File: config.mk
export PLATFORM = sky130hd
export DESIGN_NAME = h3th_front
export DESIGN_NICKNAME = d
export VERILOG_FILES = /design/src/rtl/core/h3th_pkg.sv /design/src/rtl/core/h3th_front.sv
export SDC_FILE = /design/constraint.sdc
export NUM_CORES = 1
export LEC_CHECK = 0
export BUFFER_PORTS_ARGS = -buffer_cell sky130_fd_sc_hd__buf_2
export CELL_PAD_IN_SITES_DETAIL_PLACEMENT = 2
export CELL_PAD_IN_SITES_GLOBAL_PLACEMENT = 2
export CORE_ASPECT_RATIO = 1.25
export CORE_MARGIN = 2
export CORE_UTILIZATION = 23
export DETAILED_ROUTE_END_ITERATION = 10
export HOLD_SLACK_MARGIN = 0.05
export PLACE_DENSITY_LB_ADDON = 0.1
export SYNTH_ARGS = -nofsm -noshare
export SYNTH_HDL_FRONTEND = slang
export SYNTH_SLANG_ARGS = --single-unit
File: constraint.sdc
create_clock -name clk -period 3.5 [get_ports clk]
set_input_delay 0.175 -clock clk [delete_from_list [all_inputs] [get_ports clk]]
set_output_delay 0.175 -clock clk [all_outputs]
set_load 0.1 [all_outputs]
File: src/rtl/core/h3th_pkg.sv
// h3th_pkg: types and fixed constants for the h3 tabulation hash
// holds the item structs, the internal op word and its kind codes
// no dependencies
`timescale 1ns / 1ps
`default_nettype none

package h3th_pkg;

  localparam int BYTE_W = 8;
  localparam int TIDX_W = 12;
  localparam int WORD_W = 32;
  localparam int BASE_W = 13;
  localparam int IDX_W  = 14;

  localparam logic FUNC_HASH  = 1'b0;
  localparam logic FUNC_WRITE = 1'b1;

  typedef struct packed {
    logic              func;
    logic              restart;
    logic [BYTE_W-1:0] key_byte;
    logic [TIDX_W-1:0] table_index;
    logic [WORD_W-1:0] table_word;
  } in_item_t;

  typedef struct packed {
    logic [WORD_W-1:0] hash_value;
    logic              overflow;
  } out_item_t;

  typedef enum logic [1:0] {
    OP_HASH  = 2'd0,
    OP_WRITE = 2'd1,
    OP_SKIP  = 2'd2,
    OP_OVF   = 2'd3
  } op_kind_t;

  typedef struct packed {
    op_kind_t          kind;
    logic              restart;
    logic [IDX_W-1:0]  addr;
    logic [WORD_W-1:0] data;
  } op_t;

endpackage

`default_nettype wire

File: src/rtl/core/h3th_front.sv
// h3th_front: accepts words, tracks the running base and classifies each word
// into a table op; depends on h3th_pkg
`timescale 1ns / 1ps
`default_nettype none

module h3th_front #(
  parameter int TABLE_WORDS = 4096
) (
  input  wire logic              clk,
  input  wire logic              rst_n,
  input  wire logic              accept,
  input  wire h3th_pkg::in_item_t item,
  output h3th_pkg::op_t           op
);

  localparam logic [h3th_pkg::IDX_W:0] TW_L = (h3th_pkg::IDX_W + 1)'(TABLE_WORDS);

  logic [h3th_pkg::BASE_W-1:0] next_base_r, next_base_nxt;
  logic [h3th_pkg::BASE_W-1:0] base;
  logic [h3th_pkg::IDX_W-1:0]  idx;
  logic [h3th_pkg::IDX_W-1:0]  idx_inc;
  logic [h3th_pkg::IDX_W-1:0]  waddr;
  logic                        idx_ok;
  logic                        waddr_ok;

  always_comb begin
    base     = item.restart ? '0 : next_base_r;
    idx      = h3th_pkg::IDX_W'(base) + h3th_pkg::IDX_W'(item.key_byte);
    idx_inc  = idx + h3th_pkg::IDX_W'(1);
    waddr    = h3th_pkg::IDX_W'(item.table_index);
    idx_ok   = ({1'b0, idx} < TW_L);
    waddr_ok = ({1'b0, waddr} < TW_L);

    next_base_nxt = next_base_r;
    op.restart    = 1'b0;
    op.data       = item.table_word;
    op.addr       = waddr;
    if (item.func == h3th_pkg::FUNC_WRITE) begin
      op.kind = waddr_ok ? h3th_pkg::OP_WRITE : h3th_pkg::OP_SKIP;
    end else if (idx_ok) begin
      op.kind    = h3th_pkg::OP_HASH;
      op.restart = item.restart;
      op.addr    = idx;
      if (accept) begin
        next_base_nxt = idx_inc[h3th_pkg::BASE_W-1:0];
      end
    end else begin
      op.kind = h3th_pkg::OP_OVF;
    end
  end

  always_ff @(posedge clk) begin
    if (!rst_n) begin
      next_base_r <= '0;
    end else begin
      next_base_r <= next_base_nxt;
    end
  end

endmodule

`default_nettype wire

==> insert_results.sql <==
INSERT INTO impl_metrics (metric_group, metric, value, unit) VALUES
('timing', 'fin_tns_setup', '0', 'ns'),
('power_and_ir_drop', 'power_per_cell_area', '321', 'nW/um^2'),
('run', 'maxCapViolCount', '0', ''),
('worst_setup_path', 'cp_num_buf_inv', '3', ''),
('cells_and_area', 'final_common_cell', 'buf_2', ''),
('placed_design', 'dpl_worst_slack', '0.322', 'ns'),
('floorplanning', 'boundaryPins', '106', ''),
('cells_and_area', 'post-route-cell-area', '2240', 'um^2'),
('logic_synthesis', 'synth_area_per_cell', '7.91', 'um^2'),
('clock_network', 'cts_num_sinks', '13', ''),
('logic_synthesis', 'synth_edf_count', '0', ''),
('timing', 'final.min_clock_period', '3.24', 'ns'),
('cells_and_area', 'layout-area-overhead-vs-synth', '18.3', '%'),
('worst_setup_path', 'ff2ff_path_depth', '11', ''),
('cells_and_area', 'total_of_fill_cells_in_the_finished_design', '939', ''),
('grt', 'grt_first_pass_wirelength', '10100', 'um'),
('route', 'via_count', '1690', ''),
('worst_setup_path', 'kind_of_capture_point_of_the_worst_setup_path', 'output pin', ''),
('worst_setup_path', 'regToRegSetupSlack', '0.58', 'ns'),
('floorplanning', 'die-area', '8970', 'um^2'),
('clock_network', 'tritoncts.num_buffers', '3', ''),
('logic_synthesis', 'yosys_register_bits', '13', ''),
('timing', 'post-route-worst-setup-slack', '0.259', 'ns'),
('worst_setup_path', 'category_of_the_critical_setup_timing_path', 'reg2out', ''),
('cells_and_area', 'layout_top_registers', 'next_base_r: 13 flops', ''),
('floorplanning', 'die-width', '85.1', 'um'),
('floorplanning', 'die_height', '105', 'um'),
('placed_design', 'place_hpwl', '5250', 'um'),
('worst_setup_path', 'reg_to_reg_endpoint', 'next_base_r[12]', ''),
('placed_design', 'placement.io_buffers', '39', ''),
('grt', 'globalRouteOverflowTotal', '0', ''),
('cells_and_area', 'num-nets-final', '318', ''),
('grt', 'grt_start_max_net_pins', '20', ''),
('cells_and_area', 'multi_input_area', '1330', 'um^2'),
('clock_network', 'worst_skew_pair.late_latency', '0.25', 'ns'),
('worst_hold_path', 'worstHoldPathType', 'in2reg', ''),
('floorplanning', 'design.core.area', '8100', 'um^2'),
('logic_synthesis', 'ys_types', '59', ''),
('clock_network', 'cts.htree.levels', '1', ''),
('worst_setup_path', 'crit_family', 'adder cells', ''),
('worst_hold_path', 'worst_hold_path.endpoint', 'next_base_r[8]', ''),
('logic_synthesis', 'synth.yosys.seq_area_share', '13.8', '%'),
('placed_design', 'gpl.final_weighted_congestion', '0.742', ''),
('worst_setup_path', 'worst-endpoint-arrival', '3.07', 'ns'),
('timing', 'fin_worst_skew', '0.00622', 'ns'),
('power_and_ir_drop', 'vdd.ir_drop.worst', '168', 'uV'),
('worst_setup_path', 'worstPathMaxFanout', '13', ''),
('route', 'first_pass_iters', '4', ''),
('worst_hold_path', 'worstHoldStart', 'rst_n', ''),
('logic_synthesis', 'synth_cells', '239', ''),
('timing', 'timing.max_slew.rel_slack', '61.2', '%'),
('clock_network', 'clk_pin_slew_worst_paths', '0.06', 'ns'),
('timing', 'setup_violations', '0', ''),
('clock_network', 'clockRootBuffer', 'clkbuf_8', ''),
('logic_synthesis', 'dominantRegCellSynth', 'dfxtp_1', ''),
('clock_network', 'cts_tree', 'done', ''),
('clock_network', 'cts-root-to-sink-buffers', '2', ''),
('cells_and_area', 'largest-register', 'next_base_r', ''),
('worst_setup_path', 'max_stage_delay', '0.40', 'ns'),
('route', 'drt_drc_violations_left', '0', ''),
('logic_synthesis', 'syn-cell-area', '1890', 'um^2'),
('worst_setup_path', 'critical_path.cell_chain', 'nor2b_1 > ha_1 > inv_1 > fa_1 > nor2b_1 > o31a_1 > nand3_2 > a21oi_2 > buf_6 > mux2_2 > buf_12', ''),
('clock_network', 'cts_hold_buf', '0', ''),
('timing', 'finalHoldViolCount', '0', ''),
('worst_setup_path', 'worst-endpoint-required', '3.32', 'ns'),
('cells_and_area', 'largest_register_ff_count', '13', ''),
('route', 'drt-total-wl', '6120', 'um'),
('route', 'detail_route.iter0.violations', '42', ''),
('outcome', 'run_status', 'finished, final reports clean', ''),
('floorplanning', 'row_count', '37', ''),
('worst_setup_path', 'setup.worst_path.start_class', 'flip-flop', '');
kinds of logic (layout without fill, tap and decap cells):
logic type	after synthesis	count (layout)	synth area share, %
flops	13	13	13.8
other cells	1	2	0.198
fa+ha+maj	10	10	7.02
compound gates	55	55	23.2
mux	9	9	6.55
xor+xnor	11	11	5.10
buf+inv	52	62	17.9
simple gates	88	88	26.2
worst max path at each step:
stage,from,slack (ns),to
6_report,next_base_r[0],0.26,op[32]
3_3_place_gp,item[52],0.40,op[47]
3_5_place_dp,item[52],0.32,op[47]
5_1_grt,next_base_r[0],0.01,op[32]
2_1_floorplan,item[52],-0.009,op[42]
4_1_cts,next_base_r[0],0.11,op[47]
cell type report:
cell class                 count  share of cell area [%]
clock buffer                   4                    2.01
tap                           97                    5.43
sequential                    13                    11.6
multi-input combinational    175                    59.5
timing repair buffer          46                    19.4
inverter                      12                    2.01
through the flow:
stage / instances / util, %
detailed placement: 342 / 26.9
finish: 347 / 27.6
global route: 347 / 27.6
floorplan: 240 / -
CTS: 346 / 27.4
global placement: 342 / 26.9
timing repair:
action | in CTS | in global routing
setup endpoints to repair | 0 | 6
resized for setup | 0 | 2
buffers inserted | 0 | 1
worst register-to-register path: cells and delay by family, from the launching register on:
kind | cells | cell delay (ns)
flops | 1 | 0.35
compound gates | 3 | 0.57
buf+inv | 1 | 0.07
fa+ha+maj | 2 | 0.63
simple gates | 5 | 1.22
power by group:
group          total [mW]  switching [mW]  leakage, nW  internal [mW]
clock network       0.142          0.0613       0.0228         0.0806
logic               0.407           0.259        0.757          0.148
registers           0.169          0.0107        0.107          0.158
synth_stat cells, types with 2 or more instances:
cell	instances	area share, %
a21oi_1	12	3.2
xnor2_1	8	3.7
a211oi_2	6	4.0
a211oi_1	3	1.2
inv_1	10	2.0
nand4b_1	2	0.93
nand2_1	18	3.6
mux2_2	3	1.8
ha_1	9	6.0
a31oi_1	2	0.66
clkbuf_1	2	0.40
nor3_1	4	1.1
nand4_1	3	0.99
o21ai_1	6	1.6
nor4_1	3	0.99
xor2_1	3	1.4
nor3_2	2	1.1
a311o_1	3	1.6
buf_4	36	14
nor2b_1	12	4.0
nand3_1	8	2.1
and3_1	2	0.66
mux2_4	6	4.8
o21ai_0	5	1.3
nor2_1	20	4.0
nand2b_1	4	1.3
dfxtp_1	13	14
o211ai_1	2	0.79
a21o_1	2	0.79
layer usage:
metal | vias up | GRT usage, % | part of all wire [%]
met5 | - | 0 | 0
met4 | 0 | 1.70 | 0.20
met3 | 2 | 3.37 | 4.1
met2 | 36 | 28.4 | 57
met1 | 816 | 15.4 | 39
li1 | 836 | - | -
(Power assumes the default switching activity.)
