**src/rtl/core/h3th_fifo.sv**
```systemverilog
// h3th_fifo: small register queue with count, used for ops and results
// no package dependencies
`timescale 1ns / 1ps
`default_nettype none

module h3th_fifo #(
  parameter int W     = 1,
  parameter int DEPTH = 4,
  parameter int CW    = $clog2(DEPTH + 1)
) (
  input  wire logic          clk,
  input  wire logic          rst_n,
  input  wire logic          wr_en,
  input  wire logic [W-1:0]  wr_data,
  input  wire logic          rd_en,
  output logic      [W-1:0]  rd_data,
  output logic               full,
  output logic               empty,
  output logic      [CW-1:0] count
);

  localparam int PW = $clog2(DEPTH);

  logic [W-1:0]  mem_r [DEPTH];
  logic [PW-1:0] wr_ptr_r, wr_ptr_nxt;
  logic [PW-1:0] rd_ptr_r, rd_ptr_nxt;
  logic [CW-1:0] count_r, count_nxt;
  logic          do_wr;
  logic          do_rd;

  assign full    = (count_r == CW'(DEPTH));
  assign empty   = (count_r == '0);
  assign count   = count_r;
  assign rd_data = mem_r[rd_ptr_r];
  assign do_wr   = wr_en && !full;
  assign do_rd   = rd_en && !empty;

  always_comb begin
    wr_ptr_nxt = do_wr ? wr_ptr_r + PW'(1) : wr_ptr_r;
    rd_ptr_nxt = do_rd ? rd_ptr_r + PW'(1) : rd_ptr_r;
    count_nxt  = count_r;
    if (do_wr && !do_rd) begin
      count_nxt = count_r + CW'(1);
    end else if (do_rd && !do_wr) begin
      count_nxt = count_r - CW'(1);
    end
  end

  always_ff @(posedge clk) begin
    if (!rst_n) begin
      wr_ptr_r <= '0;
      rd_ptr_r <= '0;
      count_r  <= '0;
    end else begin
      wr_ptr_r <= wr_ptr_nxt;
      rd_ptr_r <= rd_ptr_nxt;
      count_r  <= count_nxt;
    end
  end

  always_ff @(posedge clk) begin
    if (do_wr) begin
      mem_r[wr_ptr_r] <= wr_data;
    end
  end

endmodule

`default_nettype wire

```
**config.mk**
```make
export PLATFORM = sky130hd
export DESIGN_NAME = h3th_fifo
export DESIGN_NICKNAME = d
export VERILOG_FILES = /design/src/rtl/core/h3th_fifo.sv
export SDC_FILE = /design/constraint.sdc
export NUM_CORES = 1
export LEC_CHECK = 0
export BUFFER_PORTS_ARGS = -buffer_cell sky130_fd_sc_hd__buf_2
export CORE_UTILIZATION = 35
export DETAILED_ROUTE_END_ITERATION = 8
export HOLD_SLACK_MARGIN = 0.15
export MAX_ROUTING_LAYER = met4
export SYNTH_ARGS = -nofsm -noshare
export SYNTH_HDL_FRONTEND = slang
export SYNTH_SLANG_ARGS = --single-unit
```
**constraint.sdc**
```tcl
create_clock -name clk -period 3.61 [get_ports clk]
set_input_delay 0.1805 -clock clk [delete_from_list [all_inputs] [get_ports clk]]
set_output_delay 0.1805 -clock clk [all_outputs]
set_load 0.01 [all_outputs]
```
==> summary.md, run 1 <==
| Metric | Value |
|---|---|
| Outcome | `complete, no violations` |
| Xor and xnor area share after synthesis | `between 5 and 6%` |
| Worst Path Required | `around 3.8 ns` |
| Sum Neg Setup Slack | `0 ns` |
| Achievable Freq | `~420 MHz` |
| Type of origin of the critical path | `register` |
| Grt ovf | `0` |
| Mapped cell area | `between 600 and 700 um^2` |
| Port bufs | `10` |
| Final WL | `roughly 840 um` |
| Peak supply drop | `~0.34 mV` |
| Mux share of post-synthesis cell area | `under 10%` |
| First-pass detailed-route iteration total | `1` |
| CP peak stage delay | `0.50 ns` |
| CTS H-tree lvls | `1` |
| Post-synth top area cell | `dfxtp_1` |
| Detailed Place HPWL | `approximately 630 um` |
| Clk_lat worst skew | `0.27 ns` |
| Critical Path End Type | `register` |
| Synth Area in Simple Gates | `roughly 16%` |
| Nets@finish | `78` |
| Hold Startpoint | `rst_n` |
| Worst reg2reg path startpoint | `count[0]` |
| Top post-synthesis cells by area | `dfxtp_1 (29%), edfxtp_1 (19%), ha_1 (9.9%)` |
| Crit path max fanout | `7` |
| Iter 0 DRT Violations | `0` |
| CTS Root Cell | `clkbuf_4` |
| Yosys cell types | `21` |
| Syn Nets | `64` |
| Worst r2r dst | `count[2]` |
| Setup crit end | `count[2]` |
| Chip height | `between 40 and 50 um` |
| CTS tree | `done` |
| Largest net degree at the start of global routing | `11` |
| Pwr dens | `666 nW/um^2` |
| Final Slew Violations | `0` |
| Relative slew margins | `between 60% and 70%` |
| Post-synth EDFFs | `4` |
| Vias in the first global route | `373` |
| Worst path arrival time | `2.58 ns` |
| Clk slew on worst S/H paths | `around 0.070 ns` |
| WS Path Type | `register to register` |
| Number of max-cap violations | `0` |
| Clock skew | `a little over 0.003 ns` |
| ANT nets after route | `0` |
| Overall global routing resource usage | `a little under an eighth` |
| Leak | `between 0.3 and 0.4 nW` |
| Synth top cells by count | `dfxtp_1 (9), and2_1 (8), ha_1 (5), edfxtp_1 (4), nand2_1 (4)` |
| # DRC | `0` |
| Syn-to-layout area delta | `16.0%` |
| DR vias | `~380` |
| CP Cell Sequence | `nor3b_2 > nor2b_1 > ha_1 > inv_1 > fa_1 > xor2_1 > or3_1 > a21boi_1` |
| Most frequent cell after synthesis | `dfxtp_1` |
| Compound-Gate Fraction of Synth Area | `roughly 5.3%` |
| Row count | `14` |
| Tcrit/Tclk final | `approximately 66%` |
| Gpl congestion | `approximately 0.71` |
| Routed vias/inst | `roughly 4.3` |
| Initial core utilization | `roughly two fifths` |
| Worst Tran Pin Value | `between 0.4 and 0.5 ns` |
| Main combinational cell family by area after synthesis | `simple AND/OR/NAND/NOR gates` |
| Core ar. | `roughly 1600 um^2` |
| Cells after Synth | `between 50 and 60` |
| Initial antenna violation count | `0` |
| CP max stage cell | `dfxtp_1` |
| CTS Buf Count | `3` |
| # diodes | `0` |
| Worst-case clock buffer depth | `2` |
| Share of layout cells above drive strength 1 | `between 20% and 30%` |
| Wire length per cell | `around 9.3 um` |
| Fin crit period | `~2.4 ns` |
| Final setup fails | `0` |
| Total Power | `about 0.49 mW` |
| Min-delay worst type | `primary input to register` |
| I/O Pins | `11` |
| Adder-cell share of the synthesized area | `between 10% and 20%` |
| Layout fillers | `approximately 160` |
| Main synth FF type | `dfxtp_1` |
| Worst R2R Path Depth | `8` |
| Setup Buffers After CTS | `0` |
| Synthesis Warnings | `0` |
| First-pass GRT wire length | `1590 um` |
| Synthesized area per cell | `11.9 um^2` |
| Die X | `roughly 44 um` |
| Hold Vio Cnt, Final | `0` |
| Die Footprint | `between 1500 and 2000 um^2` |
| Sequential fraction of the synthesis area | `between 40% and 50%` |
| Post-synthesis async set-or-reset flop share | `0%` |
| Yosys reg bits | `13` |
| Unrepaired setup endpoints after global routing | `no` |
| Yosys top cell area share | `between 20 and 30%` |
| R2R setup slack | `roughly 1.2 ns` |
| CP Launch Point | `count[0]` |
| Clock sinks | `13` |
==> layout by cell type, fill, tap and decap left out, types with 2 or more instances in the layout <==
cell / netlist / routed
inv_1: 3 / 3
buf_2: 0 / 10
and2_1: 8 / 8
xnor2_1: 3 / 3
dfxtp_1: 9 / 9
edfxtp_1: 4 / 4
nand2_1: 4 / 4
clkbuf_4: 0 / 3
nor2b_1: 2 / 2
ha_1: 5 / 5
mux2i_1: 3 / 3
==> area by class of cell <==
type / instances / area [um^2] / share of cell area, %
multi-input cells: 35 / 305 / 41.6
flip-flops and latches: 13 / 300 / 41.0
repair buffers: 11 / 60.1 / 8.19
well taps: 24 / 30.0 / 4.10
clock buffers: 4 / 26.3 / 3.58
inverters: 3 / 11.3 / 1.54
==> worst min-delay path by stage <==
stage / to / slack [ns] / depth (start not counted)
final: wr_ptr_r[1] / 0.24 / 3
after global routing: count[2] / 0.23 / 2
after CTS: count[2] / 0.23 / 2
after detailed placement: mem_r[2] / 0.40 / 1
after global placement: mem_r[3] / 0.40 / 1
after floorplan: mem_r[0] / 0.28 / 0
==> routing by layer <==
layer	GRT usage [%]	vias up	routed length, um
met4	7.27	0	6
met3	3.67	2	29
li1	-	204	-
met2	15.6	6	407
met5	-	-	0
met1	15.5	172	392
==> cell families (layout without fill, tap and decap cells) <==
| logic type | count (synthesis) | after routing |
|---|---|---|
| buffers and inverters | 5 | 18 |
| XOR/XNOR | 4 | 4 |
| AND/OR/NAND/NOR | 17 | 17 |
| flip-flops | 13 | 13 |
| AO/OA/AOI/OAI | 4 | 4 |
| adder cells (fa/ha/maj) | 6 | 6 |
| multiplexers | 4 | 4 |
==> where the power goes <==
part	switching, mW	internal, mW
Clock	0.0430	0.0427
Sequential	0.0378	0.187
Combinational	0.0807	0.0972
==> per-stage QoR <==
stage          hold slack [ns]  util (%)  cells  cell area (um^2)  setup WS, ns
4_1_cts                  0.231      46.0     90               733          1.21
6_report                 0.237      46.0     90               733          1.23
3_5_place_dp             0.403      43.7     85               697          1.23
3_3_place_gp             0.401      43.7     85               697          1.28
5_1_grt                  0.233      46.0     90               733          1.07
2_1_floorplan            0.279         -     53               632          1.47
==> critical path: cells and delay by family (launching register included) <==
family                   cells  cell delay [ns]
AND/OR/NAND/NOR              3             0.80
XOR/XNOR                     1             0.18
AO/OA/AOI/OAI                1             0.14
buffers and inverters        1             0.06
flip-flops                   1             0.50
adder cells (fa/ha/maj)      2             0.65
==> repair_timing <==
action | in CTS | in global routing
hold buffers | 1 | 0
gates resized for setup | 0 | 0
endpoints found under the hold margin | 4 | 0
setup endpoints to repair | 0 | 0
(Power assumes the default switching activity.)
==> run 2, diff against run 1 <==
- clock period: 3.61 -> 2.4 ns (I/O delays scaled with it)
==> run 2 against run 1 <==
Against the previous run:
- first-iteration DRC count increased by 3
- flip-flop and latch count unchanged
- clock skew decreased by 0.00091 ns
- sequential power increased by 51%
- core utilization increased by 0.47 points
- maximum frequency increased by 13%
- register-to-register slack got worse by 0.94 ns
- clock-buffer cell count unchanged
- global-route usage decreased by 0.14 points
- critical path type unchanged
- critical endpoint unchanged
- largest power group unchanged
==> summary.md, run 2 (synthesis gave the netlist of run 1 again) <==
| Metric | Value |
|---|---|
| Outcome | `complete, no violations` |
| Type of origin of the critical path | `register` |
| CP bufs+invs | `1 (unchanged)` |
| Grt ovf | `0 (unchanged)` |
| Cell depth of the worst setup path | `8 (unchanged)` |
| CTS Buf Count | `3 (unchanged)` |
| Die Footprint | `1980 um^2 (unchanged)` |
| Largest net degree at the start of global routing | `11 (unchanged)` |
| Fin crit period | `2.10 ns (-0.273 ns)` |
| Clk_lat worst skew | `0.27 ns (about the same)` |
| Crit path max fanout | `7 (unchanged)` |
| Routed vias/inst | `4.41 (+3.3%)` |
| Final WL | `900 um (+7.5%)` |
| Achievable Freq | `475 MHz (+13%)` |
| CTS tree | `done` |
| Worst Tran Pin Value | `0.321 ns (-0.154 ns)` |
| Layout fillers | `153 (-1.9%)` |
| Vias in the first global route | `377 (+1.1%)` |
| CP max stage cell | `dfxtp_1` |
| Post-placement cell area | `704 um^2 (+1.1%)` |
| Worst-case clock buffer depth | `2 (unchanged)` |
| Fin area | `741 um^2 (+1.0%)` |
| Worst r2r dst | `count[2]` |
| CP Cell Sequence | `nor3b_2 > nor2b_1 > ha_1 > inv_1 > fa_1 > xor2_1 > or3_1 > a21boi_1` |
| Number of max-cap violations | `0 (unchanged)` |
| Worst R2R Path Depth | `8 (unchanged)` |
| Most frequent cells in the layout | `buf_2 (10), dfxtp_1 (9), and2_1 (8)` |
| Clock skew | `0.00210 ns (-0.000914 ns)` |
| WS Path Type | `register to register` |
| Initial antenna violation count | `0 (unchanged)` |
| Clock sinks | `13 (unchanged)` |
| Min-delay worst type | `primary input to register` |
| Chip height | `44.5 um (unchanged)` |
| # diodes | `0 (unchanged)` |
| Unrepaired setup endpoints after global routing | `no` |
| Pwr dens | `1000 nW/um^2 (+51%)` |
| Nets@finish | `79 (+1.3%)` |
| R2R setup slack | `0.30 ns (-0.94 ns)` |
| CP peak stage delay | `0.51 ns (about the same)` |
| I/O Pins | `11 (unchanged)` |
| Worst reg2reg path startpoint | `count[0]` |
| Sum Neg Setup Slack | `0 ns (unchanged)` |
| Worst path arrival time | `2.31 ns (-0.27 ns)` |
| Peak supply drop | `0.583 mV (+74%)` |
| DR vias | `401 (+4.4%)` |
| CP Launch Point | `count[0]` |
| Final setup fails | `0 (unchanged)` |
| Wire length per cell | `9.89 um (+6.3%)` |
| CTS H-tree lvls | `1 (unchanged)` |
| Relative slew margins | `78.6% (+10 points)` |
| Setup crit end | `count[2]` |
| Final Slew Violations | `0 (unchanged)` |
| Core ar. | `1590 um^2 (unchanged)` |
| Hold Vio Cnt, Final | `0 (unchanged)` |
| Post-cts resize count | `0 (unchanged)` |
| Critical Path End Type | `register` |
| Leak | `0.316 nW (+1.6%)` |
| Gpl congestion | `0.736 (+3.0%)` |
| Clk slew on worst S/H paths | `0.07 ns (about the same)` |
| Crit-path leading delay family | `adder cells` |
| Die X | `44.5 um (unchanged)` |
| Share of layout cells above drive strength 1 | `25.4% (+1.1 points)` |
| Port bufs | `10 (unchanged)` |
| Syn-to-layout area delta | `17.2%` |
| ANT nets after route | `0 (unchanged)` |
| Most common cell after layout, fill and taps aside | `buf_2` |
| Iter 0 DRT Violations | `3 (+3)` |
| Overall global routing resource usage | `11.6% (-0.14 points)` |
| CTS Root Cell | `clkbuf_4` |
| First-pass detailed-route iteration total | `2 (+1)` |
| Tcrit/Tclk final | `87.7% (+22 points)` |
| Worst Path Required | `2.61 ns (-1.20 ns)` |
| # DRC | `0 (unchanged)` |
| Initial core utilization | `39.6% (unchanged)` |
| Row count | `14 (unchanged)` |
| First-pass GRT wire length | `1540 um (-3.1%)` |
[run 2: cell types whose count changed in the layout (fill, tap and decap cells not counted), sizes merged]
cell | before | now
buf | 10 | 11
[run 2: metal layers]
metal / routed length [um] / GRT usage [%] / part of all wire [%]
met1: 393 / 12.5 / 44
met3: 50 / 7.35 / 5.6
met5: 0 / - / 0
met4: 6 / 1.82 / 0.67
met2: 450 / 18.5 / 50
[run 2: final cells by class]
| cell class | count | area, um^2 | area share (%) |
|---|---|---|---|
| multi-input combinational | 35 | 305 | 41.2 |
| sequential | 13 | 300 | 40.5 |
| timing repair buffer | 12 | 67.6 | 9.12 |
| tap | 24 | 30.0 | 4.05 |
| clock buffer | 4 | 26.3 | 3.55 |
| inverter | 3 | 11.3 | 1.52 |
[run 2: how the worst min path moves through the flow]
| stage | slack [ns] | cells past startpoint | startpoint | to |
|---|---|---|---|---|
| finish | 0.17 | 2 | rst_n | count[0] |
| global route | 0.18 | 2 | rst_n | count[2] |
| CTS | 0.17 | 2 | rst_n | count[1] |
| detailed placement | 0.34 | 1 | wr_data | mem_r[3] |
| global placement | 0.34 | 1 | wr_data | mem_r[3] |
| floorplan | 0.22 | 0 | wr_data | mem_r[0] |
[run 2: where the power goes]
part	internal, mW	switching, mW	leakage [nW]
clock	0.0643	0.0648	0.0150
sequential	0.281	0.0586	0.111
combinational	0.150	0.125	0.191
[run 2: stage by stage]
stage	util [%]	power (mW)	instances	hold WS, ns	setup WS [ns]
finish	46.5	0.743	91	0.168	0.296
global route	46.5	0.807	91	0.177	0.167
CTS	46.5	0.758	91	0.172	0.274
detailed placement	44.2	0.624	86	0.343	0.292
global placement	44.2	0.615	86	0.340	0.347
floorplan	-	0.542	53	0.219	0.264
[run 2: what timing repair did]
item / CTS / global route
hold buffers: 1 / 0
endpoints found under the hold margin: 4 / 0
buffers inserted: 0 / 0
==> run 3, diff against run 2 <==
- CTS_BUF_LIST: default -> sky130_fd_sc_hd__clkbuf_2
==> run 3 against run 2 <==
Against the previous run:
- global-route usage up 0.17 points
- sequential share of layout area up 0.35 points
- final area down 0.84%
- worst setup slack worse by 0.039 ns
- critical endpoint unchanged
- critical path type unchanged
- non-clock buffer count unchanged
- cell count unchanged
- core utilization down 0.39 points
- clock-buffer cell count unchanged
==> summary.md, run 3 (synthesis gave the netlist of run 1 again) <==
| Metric | Value |
|---|---|
| Port bufs | `10 (unchanged)` |
| Routed vias/inst | `4.40 (-0.25%)` |
| Clk slew on worst S/H paths | `0.12 ns (+0.05 ns)` |
| Final Slew Violations | `0 (unchanged)` |
| Hold EP | `wr_ptr_r[1]` |
| Outcome | `complete, no violations` |
| Final WL | `922 um (+2.4%)` |
| Worst R2R Path Depth | `8 (unchanged)` |
| Die Footprint | `1980 um^2 (unchanged)` |
| CTS H-tree lvls | `1 (unchanged)` |
| Wire length per cell | `10.1 um (+2.4%)` |
| Final Util | `46.1% (-0.39 points)` |
| Number of max-cap violations | `0 (unchanged)` |
| Layout fillers | `157 (+2.6%)` |
| Sum Neg Setup Slack | `0 ns (unchanged)` |
| Crit path max fanout | `7 (unchanged)` |
| Final setup fails | `0 (unchanged)` |
| Total Power | `0.725 mW (-2.4%)` |
| Final WS setup | `0.256 ns (-0.0394 ns)` |
| Most frequent cells in the layout | `buf_2 (10), dfxtp_1 (9), and2_1 (8)` |
| Fin crit period | `2.14 ns (+0.0394 ns)` |
| Chip height | `44.5 um (unchanged)` |
| Clock skew | `0.00749 ns (+0.00538 ns)` |
| CTS tree | `done` |
| Worst-case clock buffer depth | `2 (unchanged)` |
| Tcrit/Tclk final | `89.3% (+1.6 points)` |
| Worst Path Required | `2.60 ns (about the same)` |
| I/O Pins | `11 (unchanged)` |
| Unrepaired setup endpoints after global routing | `no` |
| Initial core utilization | `39.6% (unchanged)` |
| Overall global routing resource usage | `11.8% (+0.17 points)` |
| Nets@finish | `79 (unchanged)` |
| Gpl congestion | `0.736 (unchanged)` |
| Type of origin of the critical path | `register` |
| Worst path arrival time | `2.34 ns (+0.03 ns)` |
| Clock sinks | `13 (unchanged)` |
| Syn-to-layout area delta | `16.2%` |
| Row count | `14 (unchanged)` |
| Critical Path End Type | `register` |
| Vias in the first global route | `383 (+1.6%)` |
| Leak | `0.318 nW (+0.52%)` |
| DR vias | `400 (-0.25%)` |
| Pre-CTS WS | `0.292 ns (unchanged)` |
| First-pass detailed-route iteration total | `2 (unchanged)` |
| Relative slew margins | `78.5% (-0.14 points)` |
| # DRC | `0 (unchanged)` |
| Worst Tran Pin Value | `0.323 ns (+0.00214 ns)` |
| CTS Buf Count | `3 (unchanged)` |
| ANT nets after route | `0 (unchanged)` |
| Iter 0 DRT Violations | `2 (-1)` |
| Core ar. | `1590 um^2 (unchanged)` |
| Initial antenna violation count | `0 (unchanged)` |
| R2R setup slack | `0.26 ns (-0.04 ns)` |
| Min-delay worst type | `primary input to register` |
| First-pass GRT wire length | `1550 um (+0.91%)` |
| Worst r2r dst | `count[2]` |
| Achievable Freq | `466 MHz (-1.8%)` |
| Hold Vio Cnt, Final | `0 (unchanged)` |
| Post-cts resize count | `0 (unchanged)` |
| Hold Path Depth | `3 (+1)` |
| Clk_lat worst skew | `0.26 ns (about the same)` |
| Die X | `44.5 um (unchanged)` |
| Most common cell after layout, fill and taps aside | `buf_2` |
| Largest net degree at the start of global routing | `11 (unchanged)` |
| Share of layout cells above drive strength 1 | `26.9% (+1.5 points)` |
| Pwr dens | `987 nW/um^2 (-1.6%)` |
| Worst reg2reg path startpoint | `count[0]` |
| # diodes | `0 (unchanged)` |
| Grt ovf | `0 (unchanged)` |
| Peak supply drop | `0.585 mV (+0.34%)` |
| CTS Root Cell | `clkbuf_2` |
| WS Path Type | `register to register` |
| Hold Startpoint | `rst_n` |
## run 3: changes by cell type in the layout (fill, tap and decap cells not counted)
| cell | change |
|---|---|
| clkbuf_2 | +4 |
| clkbuf_4 | -3 |
| clkbuf_1 | -1 |
## run 3: worst max-delay path by stage
stage	from	end	slack, ns	cells after the start
after CTS	count[0]	count[2]	0.22	8
after global placement	count[0]	count[2]	0.35	8
after detailed placement	count[0]	count[2]	0.29	8
after floorplan	count[0]	count[2]	0.26	9
after global routing	count[0]	count[2]	0.12	8
final	count[0]	count[2]	0.26	8
## run 3: worst max-delay path, cell delays in order (launching register included)
cell and delay (ns):
dfxtp_1 0.53, nor3b_2 0.10, nor2b_1 0.17, ha_1 0.20, inv_1 0.06, fa_1 0.38, xor2_1 0.18, or3_1 0.30
a21boi_1 0.16
## run 3: metal layers
layer / share of wire [%] / routed length, um / vias to the layer above / global-route usage (%)
met5: 0 / 0 / - / -
met4: 0.65 / 6 / 0 / 1.82
met3: 5.2 / 48 / 2 / 7.35
met2: 51 / 473 / 7 / 19.4
met1: 43 / 393 / 183 / 12.2
li1: - / - / 208 / -
## run 3: area by class of cell
cell class	count	area [um^2]	share of cell area, %
Multi-Input combinational cell	35	305	41.6
Timing Repair Buffer	12	67.6	9.20
Clock buffer	4	20.0	2.73
Inverter	3	11.3	1.53
Sequential cell	13	300	40.9
Tap cell	24	30.0	4.09
## run 3: power breakdown
| part | internal, mW | total [mW] | switching [mW] |
|---|---|---|---|
| logic | 0.150 | 0.276 | 0.126 |
| clock network | 0.0442 | 0.109 | 0.0649 |
| registers | 0.281 | 0.340 | 0.0592 |
## run 3: stage by stage
| step | hold WS [ns] | instance area (um^2) | cells |
|---|---|---|---|
| global placement | 0.340 | 704 | 86 |
| global route | 0.161 | 734 | 91 |
| detailed placement | 0.343 | 704 | 86 |
| CTS | 0.160 | 734 | 91 |
| floorplan | 0.219 | 632 | 53 |
| finish | 0.169 | 734 | 91 |
## run 3: what timing repair did
action                     in CTS  in global routing
buffers inserted                0                  0
setup endpoints to repair       0                  0
hold buffers                    1                  0
hold endpoints to repair        4                  0
